--- src/rtl/core/cicm_pkg.sv ---
// Shared types, opcode and truth codes, and the mask helper for the CIDR compare/mask unit.
// No dependencies; imported by every module under rtl/core.
package cicm_pkg;

   // Opcodes
   localparam logic [4:0] CMD_EQ       = 5'd0;
   localparam logic [4:0] CMD_NEQ      = 5'd1;
   localparam logic [4:0] CMD_LT       = 5'd2;
   localparam logic [4:0] CMD_GT       = 5'd3;
   localparam logic [4:0] CMD_LE       = 5'd4;
   localparam logic [4:0] CMD_GE       = 5'd5;
   localparam logic [4:0] CMD_CW       = 5'd6;
   localparam logic [4:0] CMD_CWE      = 5'd7;
   localparam logic [4:0] CMD_CS       = 5'd8;
   localparam logic [4:0] CMD_CSE      = 5'd9;
   localparam logic [4:0] CMD_ISNIL    = 5'd10;
   localparam logic [4:0] CMD_BCAST    = 5'd11;
   localparam logic [4:0] CMD_NETMASK  = 5'd12;
   localparam logic [4:0] CMD_HOSTMASK = 5'd13;
   localparam logic [4:0] CMD_NETWORK  = 5'd14;
   localparam logic [4:0] CMD_MASKLEN  = 5'd15;
   localparam logic [4:0] CMD_SETMASK  = 5'd16;

   // Three-valued comparison answer
   localparam logic [1:0] TRUTH_FALSE = 2'd0;
   localparam logic [1:0] TRUTH_TRUE  = 2'd1;
   localparam logic [1:0] TRUTH_NIL   = 2'd2;

   localparam logic [5:0] FULL_PREFIX = 6'd32;

   // Stage 1 -> stage 2: operands plus masks and the wide address compares
   typedef struct packed {
      logic [4:0]  cmd;
      logic [31:0] a_addr;
      logic [31:0] b_addr;
      logic [5:0]  a_prefix;
      logic [5:0]  b_prefix;
      logic        a_nil;
      logic        b_nil;
      logic [31:0] mask_a;
      logic [31:0] mask_b;
      logic        addr_eq;
      logic        addr_lt;
      logic        np_bad;
      logic [5:0]  np_val;
   } s1_type;

   // Stage 2 -> stage 3: relation flags and candidate function results
   typedef struct packed {
      logic [4:0]  cmd;
      logic        a_nil;
      logic        any_nil;
      logic        eq;
      logic        lt;
      logic        gt;
      logic        cw;
      logic        cs;
      logic [31:0] a_addr;
      logic [5:0]  a_prefix;
      logic [31:0] mask_a;
      logic [31:0] bcast_addr;
      logic [31:0] net_addr;
      logic        np_bad;
      logic [5:0]  np_val;
   } s2_type;

   // Network mask for a prefix length; lengths above 32 saturate
   function automatic logic [31:0] net_mask(input logic [5:0] prefix);
      logic [5:0] shift;
      shift = FULL_PREFIX - prefix;
      if (prefix == 6'd0) begin
         return 32'h0000_0000;
      end else if (prefix >= FULL_PREFIX) begin
         return 32'hFFFF_FFFF;
      end
      return 32'hFFFF_FFFF << shift;
   endfunction

endpackage

--- src/rtl/core/cicm_prep.sv ---
// Stage 1 of the CIDR unit: mask generation, wide address compares, length range check.
// Depends on cicm_pkg.
module cicm_prep (
   input  logic                 clock,
   input  logic                 reset,
   input  logic                 in_valid,
   input  logic                 load,
   input  logic [4:0]           cmd,
   input  logic [31:0]          a_addr,
   input  logic [5:0]           a_prefix,
   input  logic                 a_is_nil,
   input  logic [31:0]          b_addr,
   input  logic [5:0]           b_prefix,
   input  logic                 b_is_nil,
   input  logic signed [6:0]    new_prefix,
   output logic                 out_valid,
   output cicm_pkg::s1_type     out_data
);
   import cicm_pkg::*;

   logic   valid_ff;
   s1_type data_ff;
   s1_type data_in;

   // Operand prep
   always_comb begin
      data_in.cmd      = cmd;
      data_in.a_addr   = a_addr;
      data_in.b_addr   = b_addr;
      data_in.a_prefix = a_prefix;
      data_in.b_prefix = b_prefix;
      data_in.a_nil    = a_is_nil;
      data_in.b_nil    = b_is_nil;
      data_in.mask_a   = net_mask(a_prefix);
      data_in.mask_b   = net_mask(b_prefix);
      data_in.addr_eq  = (a_addr == b_addr);
      data_in.addr_lt  = (a_addr < b_addr);
      // negative or above 32 is rejected
      data_in.np_bad   = new_prefix[6] || (new_prefix[5:0] > FULL_PREFIX);
      data_in.np_val   = new_prefix[5:0];
   end

   always_ff @(posedge clock) begin
      if (reset) begin
         valid_ff <= 1'b0;
      end else if (load) begin
         valid_ff <= in_valid;
      end
   end

   always_ff @(posedge clock) begin
      if (load && in_valid) begin
         data_ff <= data_in;
      end
   end

   assign out_valid = valid_ff;
   assign out_data  = data_ff;

endmodule

--- src/rtl/core/cicm_relate.sv ---
// Stage 2 of the CIDR unit: ordering and containment flags, masked address results.
// Depends on cicm_pkg.
module cicm_relate (
   input  logic                 clock,
   input  logic                 reset,
   input  logic                 in_valid,
   input  logic                 load,
   input  cicm_pkg::s1_type     in_data,
   output logic                 out_valid,
   output cicm_pkg::s2_type     out_data
);
   import cicm_pkg::*;

   logic        valid_ff;
   s2_type      data_ff;
   s2_type      data_in;
   logic [31:0] diff;
   logic        pre_eq;
   logic        pre_lt;
   logic        pre_gt;

   // Relations between the two operands
   always_comb begin
      diff   = in_data.a_addr ^ in_data.b_addr;
      pre_eq = (in_data.a_prefix == in_data.b_prefix);
      pre_lt = (in_data.a_prefix < in_data.b_prefix);
      pre_gt = (in_data.a_prefix > in_data.b_prefix);

      data_in.cmd        = in_data.cmd;
      data_in.a_nil      = in_data.a_nil;
      data_in.any_nil    = in_data.a_nil || in_data.b_nil;
      data_in.eq         = in_data.addr_eq && pre_eq;
      // address first, then prefix length
      data_in.lt         = in_data.addr_eq ? pre_lt : in_data.addr_lt;
      data_in.gt         = in_data.addr_eq ? pre_gt : !in_data.addr_lt;
      // strictly longer prefix whose leading bits match the shorter one
      data_in.cw         = pre_gt && ((diff & in_data.mask_b) == 32'h0000_0000);
      data_in.cs         = pre_lt && ((diff & in_data.mask_a) == 32'h0000_0000);
      data_in.a_addr     = in_data.a_addr;
      data_in.a_prefix   = in_data.a_prefix;
      data_in.mask_a     = in_data.mask_a;
      data_in.bcast_addr = in_data.a_addr | ~in_data.mask_a;
      data_in.net_addr   = in_data.a_addr & in_data.mask_a;
      data_in.np_bad     = in_data.np_bad;
      data_in.np_val     = in_data.np_val;
   end

   always_ff @(posedge clock) begin
      if (reset) begin
         valid_ff <= 1'b0;
      end else if (load) begin
         valid_ff <= in_valid;
      end
   end

   always_ff @(posedge clock) begin
      if (load && in_valid) begin
         data_ff <= data_in;
      end
   end

   assign out_valid = valid_ff;
   assign out_data  = data_ff;

endmodule

--- src/rtl/core/cicm_select.sv ---
// Stage 3 of the CIDR unit: opcode select, nil handling and the response register.
// Depends on cicm_pkg.
module cicm_select (
   input  logic                 clock,
   input  logic                 reset,
   input  logic                 in_valid,
   input  logic                 load,
   input  cicm_pkg::s2_type     in_data,
   output logic                 out_valid,
   output logic [1:0]           truth,
   output logic [31:0]          out_addr,
   output logic [5:0]           out_prefix,
   output logic                 out_is_nil,
   output logic                 bad_length
);
   import cicm_pkg::*;

   logic        valid_ff;
   logic [1:0]  truth_ff;
   logic [31:0] addr_ff;
   logic [5:0]  prefix_ff;
   logic        nil_ff;
   logic        bad_ff;
   logic [1:0]  truth_in;
   logic [31:0] addr_in;
   logic [5:0]  prefix_in;
   logic        nil_in;
   logic        bad_in;
   logic        rel;

   // Comparison outcome for the relational opcodes
   always_comb begin
      case (in_data.cmd)
         CMD_EQ:  rel = in_data.eq;
         CMD_NEQ: rel = !in_data.eq;
         CMD_LT:  rel = in_data.lt;
         CMD_GT:  rel = in_data.gt;
         CMD_LE:  rel = in_data.lt || in_data.eq;
         CMD_GE:  rel = in_data.gt || in_data.eq;
         CMD_CW:  rel = in_data.cw;
         CMD_CWE: rel = in_data.cw || in_data.eq;
         CMD_CS:  rel = in_data.cs;
         CMD_CSE: rel = in_data.cs || in_data.eq;
         default: rel = 1'b0;
      endcase
   end

   // Result fields; anything an opcode does not define stays zero
   always_comb begin
      truth_in  = TRUTH_FALSE;
      addr_in   = 32'h0000_0000;
      prefix_in = 6'd0;
      nil_in    = 1'b0;
      bad_in    = 1'b0;
      if (in_data.cmd inside {[CMD_EQ:CMD_CSE]}) begin
         if (in_data.any_nil) begin
            truth_in = TRUTH_NIL;
         end else begin
            truth_in = rel ? TRUTH_TRUE : TRUTH_FALSE;
         end
      end else if (in_data.cmd == CMD_ISNIL) begin
         truth_in = in_data.a_nil ? TRUTH_TRUE : TRUTH_FALSE;
      end else if (in_data.cmd == CMD_SETMASK) begin
         // range check wins over a nil operand
         if (in_data.np_bad) begin
            bad_in = 1'b1;
         end else if (in_data.a_nil) begin
            nil_in = 1'b1;
         end else begin
            addr_in   = in_data.a_addr;
            prefix_in = in_data.np_val;
         end
      end else if (in_data.cmd inside {[CMD_BCAST:CMD_MASKLEN]}) begin
         if (in_data.a_nil) begin
            nil_in = 1'b1;
         end else begin
            case (in_data.cmd)
               CMD_BCAST: begin
                  addr_in   = in_data.bcast_addr;
                  prefix_in = in_data.a_prefix;
               end
               CMD_NETMASK: begin
                  addr_in   = in_data.mask_a;
                  prefix_in = FULL_PREFIX;
               end
               CMD_HOSTMASK: begin
                  addr_in   = ~in_data.mask_a;
                  prefix_in = FULL_PREFIX;
               end
               CMD_NETWORK: begin
                  addr_in   = in_data.net_addr;
                  prefix_in = in_data.a_prefix;
               end
               default: begin
                  prefix_in = in_data.a_prefix;
               end
            endcase
         end
      end
   end

   always_ff @(posedge clock) begin
      if (reset) begin
         valid_ff <= 1'b0;
      end else if (load) begin
         valid_ff <= in_valid;
      end
   end

   always_ff @(posedge clock) begin
      if (load && in_valid) begin
         truth_ff  <= truth_in;
         addr_ff   <= addr_in;
         prefix_ff <= prefix_in;
         nil_ff    <= nil_in;
         bad_ff    <= bad_in;
      end
   end

   assign out_valid  = valid_ff;
   assign truth      = truth_ff;
   assign out_addr   = addr_ff;
   assign out_prefix = prefix_ff;
   assign out_is_nil = nil_ff;
   assign bad_length = bad_ff;

endmodule

--- src/rtl/core/ipv4_cidr_compare_and_mask_alu_unit.sv ---
// IPv4 CIDR compare-and-mask unit: a request carries an opcode, two address/prefix operands
// with nil flags and a requested prefix length; exactly one response comes back for each
// request, in order. The unit takes one request per clock while req_stall is low. A request passes
// through three register stages (mask/compare prep, relation and masked address, opcode select
// into the response register). Each stage holds its request while the next one is full, so a
// stall on rsp_stall backs up through req_stall without dropping or repeating anything, and a new
// request is taken whenever the first stage is free or advancing. No configuration, no state
// between requests.
// Depends on cicm_pkg, cicm_prep, cicm_relate, cicm_select.
module ipv4_cidr_compare_and_mask_alu_unit (
   input  logic                 clock,
   input  logic                 reset,
   input  logic                 req_valid,
   output logic                 req_stall,
   input  logic [4:0]           req_cmd,
   input  logic [31:0]          req_a_addr,
   input  logic [5:0]           req_a_prefix,
   input  logic                 req_a_is_nil,
   input  logic [31:0]          req_b_addr,
   input  logic [5:0]           req_b_prefix,
   input  logic                 req_b_is_nil,
   input  logic signed [6:0]    req_new_prefix,
   output logic                 rsp_valid,
   input  logic                 rsp_stall,
   output logic [1:0]           rsp_truth,
   output logic [31:0]          rsp_out_addr,
   output logic [5:0]           rsp_out_prefix,
   output logic                 rsp_out_is_nil,
   output logic                 rsp_bad_length
);
   import cicm_pkg::*;

   logic   s1_valid;
   logic   s2_valid;
   logic   s1_load;
   logic   s2_load;
   logic   s3_load;
   s1_type s1_data;
   s2_type s2_data;

   // Stage advance: a stage loads when it is empty or its contents move on
   assign s3_load   = !rsp_valid || !rsp_stall;
   assign s2_load   = !s2_valid || s3_load;
   assign s1_load   = !s1_valid || s2_load;
   assign req_stall = !s1_load;

   cicm_prep u_prep (
      .clock      (clock),
      .reset      (reset),
      .in_valid   (req_valid),
      .load       (s1_load),
      .cmd        (req_cmd),
      .a_addr     (req_a_addr),
      .a_prefix   (req_a_prefix),
      .a_is_nil   (req_a_is_nil),
      .b_addr     (req_b_addr),
      .b_prefix   (req_b_prefix),
      .b_is_nil   (req_b_is_nil),
      .new_prefix (req_new_prefix),
      .out_valid  (s1_valid),
      .out_data   (s1_data)
   );

   cicm_relate u_relate (
      .clock     (clock),
      .reset     (reset),
      .in_valid  (s1_valid),
      .load      (s2_load),
      .in_data   (s1_data),
      .out_valid (s2_valid),
      .out_data  (s2_data)
   );

   cicm_select u_select (
      .clock      (clock),
      .reset      (reset),
      .in_valid   (s2_valid),
      .load       (s3_load),
      .in_data    (s2_data),
      .out_valid  (rsp_valid),
      .truth      (rsp_truth),
      .out_addr   (rsp_out_addr),
      .out_prefix (rsp_out_prefix),
      .out_is_nil (rsp_out_is_nil),
      .bad_length (rsp_bad_length)
   );

endmodule

--- config.mk ---
export PLATFORM = sky130hd
export DESIGN_NAME = ipv4_cidr_compare_and_mask_alu_unit
export DESIGN_NICKNAME = d
export VERILOG_FILES = /design/src/rtl/core/cicm_pkg.sv /design/src/rtl/core/cicm_prep.sv /design/src/rtl/core/cicm_relate.sv /design/src/rtl/core/cicm_select.sv /design/src/rtl/core/ipv4_cidr_compare_and_mask_alu_unit.sv
export SDC_FILE = /design/constraint.sdc
export NUM_CORES = 1
export LEC_CHECK = 0
export ABC_AREA = 0
export BUFFER_PORTS_ARGS = -buffer_cell sky130_fd_sc_hd__buf_2
export CORE_ASPECT_RATIO = 1.1
export CORE_MARGIN = 2
export CORE_UTILIZATION = 60
export CTS_BUF_LIST = sky130_fd_sc_hd__clkbuf_8 sky130_fd_sc_hd__clkbuf_16
export CTS_CLUSTER_DIAMETER = 100
export DETAILED_ROUTE_END_ITERATION = 10
export GPL_TIMING_DRIVEN = 0
export PLACE_DENSITY = 0.89
export REMOVE_ABC_BUFFERS = 1
export SKIP_CTS_REPAIR_TIMING = 1
export SYNTH_ARGS = -nofsm -noshare
export SYNTH_HDL_FRONTEND = slang
export SYNTH_SLANG_ARGS = --single-unit
--- constraint.sdc ---
create_clock -name clock -period 15.5 [get_ports clock]
set_input_delay 3.1 -clock clock [delete_from_list [all_inputs] [get_ports clock]]
set_output_delay 3.1 -clock clock [all_outputs]
set_load 0.02 [all_outputs]
==> flow_summary.ini <==
[clocking]
clock-sinks = 354
cts-root-buf = clkbuf_16
clk_latency_ns = 0.52
path_clk_slew_ns = 0.06
cts_buffers = 34
cts_tree = yes
clockBufferDepth = 3
h-tree-depth = 2

[flow_run]
maxCapViolCount = 0

[placement]
dp_hpwl_microns = 23600
place_congestion = 0.955
dpl.cell_count = 1437
io_buffers = 137

[floorplanning]
die_h_microns = 169
ioPinCount = 138
rows = 60
die_w_microns = 154
core-area_sq_um = 24400
die_area_sq_um = 26100
start_util = 0.611

[outcome]
status = finished, final reports clean

[synthesis]
synthCells = 1004
yosysWarnings = 0
synth.avg_cell_area_sq_um = 14.8
synth_edf_count = 351
synth_seq_cells = 354
ys_seq_area_frac = 0.712
ys_types = 58
synth_flop_cell = edfxtp_1
synth_area_sq_um = 14900
async_flop_share = 0

[finish]
num_antenna_cells = 0
drive_above_1_share = 0.187
area_delta_synth_final_pct = 16.1
final_common_cell = edfxtp_1
fin_cells = 1495
mostFrequentLayoutCells = edfxtp_1, buf_2, inv_1, nand2_1
nNetsFinal = 1303

[sta]
slew_headroom = 0.205
worst-slew-pin-transition_ns = 1.19
skew_ns = 0.0183
fin_crit_sh = 0.451
setup_viol = 0
slew_violations = 0
max_clock_freq_mhz = 143
min_period_ns = 7.00
hold_violations = 0
grt_setup_unrepaired = false
final.setup.tns_ns = 0
whs_ns = 0.418

[drt]
firstDrtPassIters = 9
routedWlPerCell_microns = 23.7
drtIter0Drc = 1164
viasPerCell = 6.32
ant_nets = 0
routed-via-count = 9449
wirelength_microns = 35400
drc = 0

[global_route]
grt_pass1_wl_microns = 52600
grt_max_degree = 40
gr-total-overflow = 0
grt_pass1_vias = 9430
antenna_found_initial = 0
track_usage = 0.270

[critical_path]
crit_path_start_kind = input pin
required_ns = 12.40
end_kind = output pin
path_class = in2out
cp_max_fo = 3
r2r_slack_ns = 11.78
cp.arrival_ns = 3.90

[min_path]
min_path_type = reg2reg

[pwr]
peakVddDrop_uv = 66.2
powerDensity_nw_per_um2 = 127
leakagePower_nw = 6.33
==> per-layer routing <==
layer | global-route usage | share of wire | up-vias
li1 | - | - | 4124
met2 | 0.466 | 0.50 | 588
met1 | 0.338 | 0.36 | 4621
met4 | 0.118 | 0.043 | 0
met3 | 0.0472 | 0.092 | 116
met5 | 0 | 0 | -
==> cell families after synthesis <==
family,share of synthesized area
mux,0.00269
compound gates,0.0978
fa+ha+maj,0.0386
buf+inv,0.0274
simple gates,0.0832
xor+xnor,0.0388
flops,0.712
==> per-stage QoR <==
stage / setup WS (ns) / util / cell area [sq um] / total power [mW]
6_report: 8.50 / 0.709 / 17300 / 2.19
5_1_grt: 8.45 / 0.709 / 17300 / 2.25
4_1_cts: 8.50 / 0.709 / 17300 / 2.19
3_5_place_dp: 8.51 / 0.663 / 16200 / 1.36
3_3_place_gp: 1.83 / 0.648 / 15800 / 1.35
2_1_floorplan: 4.43 / - / 14700 / 1.28
==> state kept, by name (all words and copies together), names as in the netlist <==
signal,flops
u_prep.out_data,156
u_prep.out_valid,1
u_relate.out_data,153
u_relate.out_valid,1
u_select.bad_length,1
u_select.out_addr,32
u_select.out_is_nil,1
u_select.out_prefix,6
u_select.out_valid,1
u_select.truth,2
==> worst max-delay path, stage by stage <==
cell and delay, ns:
buf_2 0.12, and3_1 0.25, and2_1 0.24, buf_2 0.19
==> layout make-up <==
cell class	instances	area (sq um)
multi-input combinational	554	3940
sequential	354	10600
clock inverter	21	200
clock buffer	37	926
timing repair buffer	153	993
fill	1464	7100
inverter	66	248
tap	310	388
==> final timing paths <==
path,start,endpoint,cells past startpoint
max reg2reg,u_relate.out_data[148]$_DFFE_PP_,u_select.out_addr[13]$_SDFFCE_PP0P_,7
min reg2reg,u_prep.out_data[1]$_DFFE_PP_,u_relate.out_data[1]$_DFFE_PP_,0
min,u_prep.out_data[1]$_DFFE_PP_,u_relate.out_data[1]$_DFFE_PP_,0
max,rsp_stall,req_stall,4
==> synth_stat cells, types with 10 or more instances <==
| cell type | count | share of area |
|---|---|---|
| o21ai_0 | 36 | 0.012 |
| nor3_1 | 10 | 0.0034 |
| and2_1 | 34 | 0.014 |
| nand4_1 | 12 | 0.0050 |
| a22o_1 | 13 | 0.0076 |
| buf_2 | 14 | 0.0047 |
| ha_1 | 46 | 0.039 |
| a222oi_1 | 32 | 0.022 |
| a21oi_1 | 66 | 0.022 |
| nand2b_1 | 38 | 0.016 |
| inv_1 | 65 | 0.016 |
| xor2_1 | 66 | 0.039 |
| nor2_1 | 23 | 0.0058 |
| edfxtp_1 | 351 | 0.71 |
| a22oi_1 | 16 | 0.0081 |
| nand2_1 | 71 | 0.018 |
| nor2b_1 | 10 | 0.0042 |
==> power breakdown <==
group / switching [mW] / total, mW / internal, mW / leakage, nW
clock network: 0.343 / 0.839 / 0.496 / 0.579
registers: 0.0392 / 1.17 / 1.13 / 3.30
logic: 0.118 / 0.187 / 0.0690 / 2.45
Power figures use the tool's default switching activity.
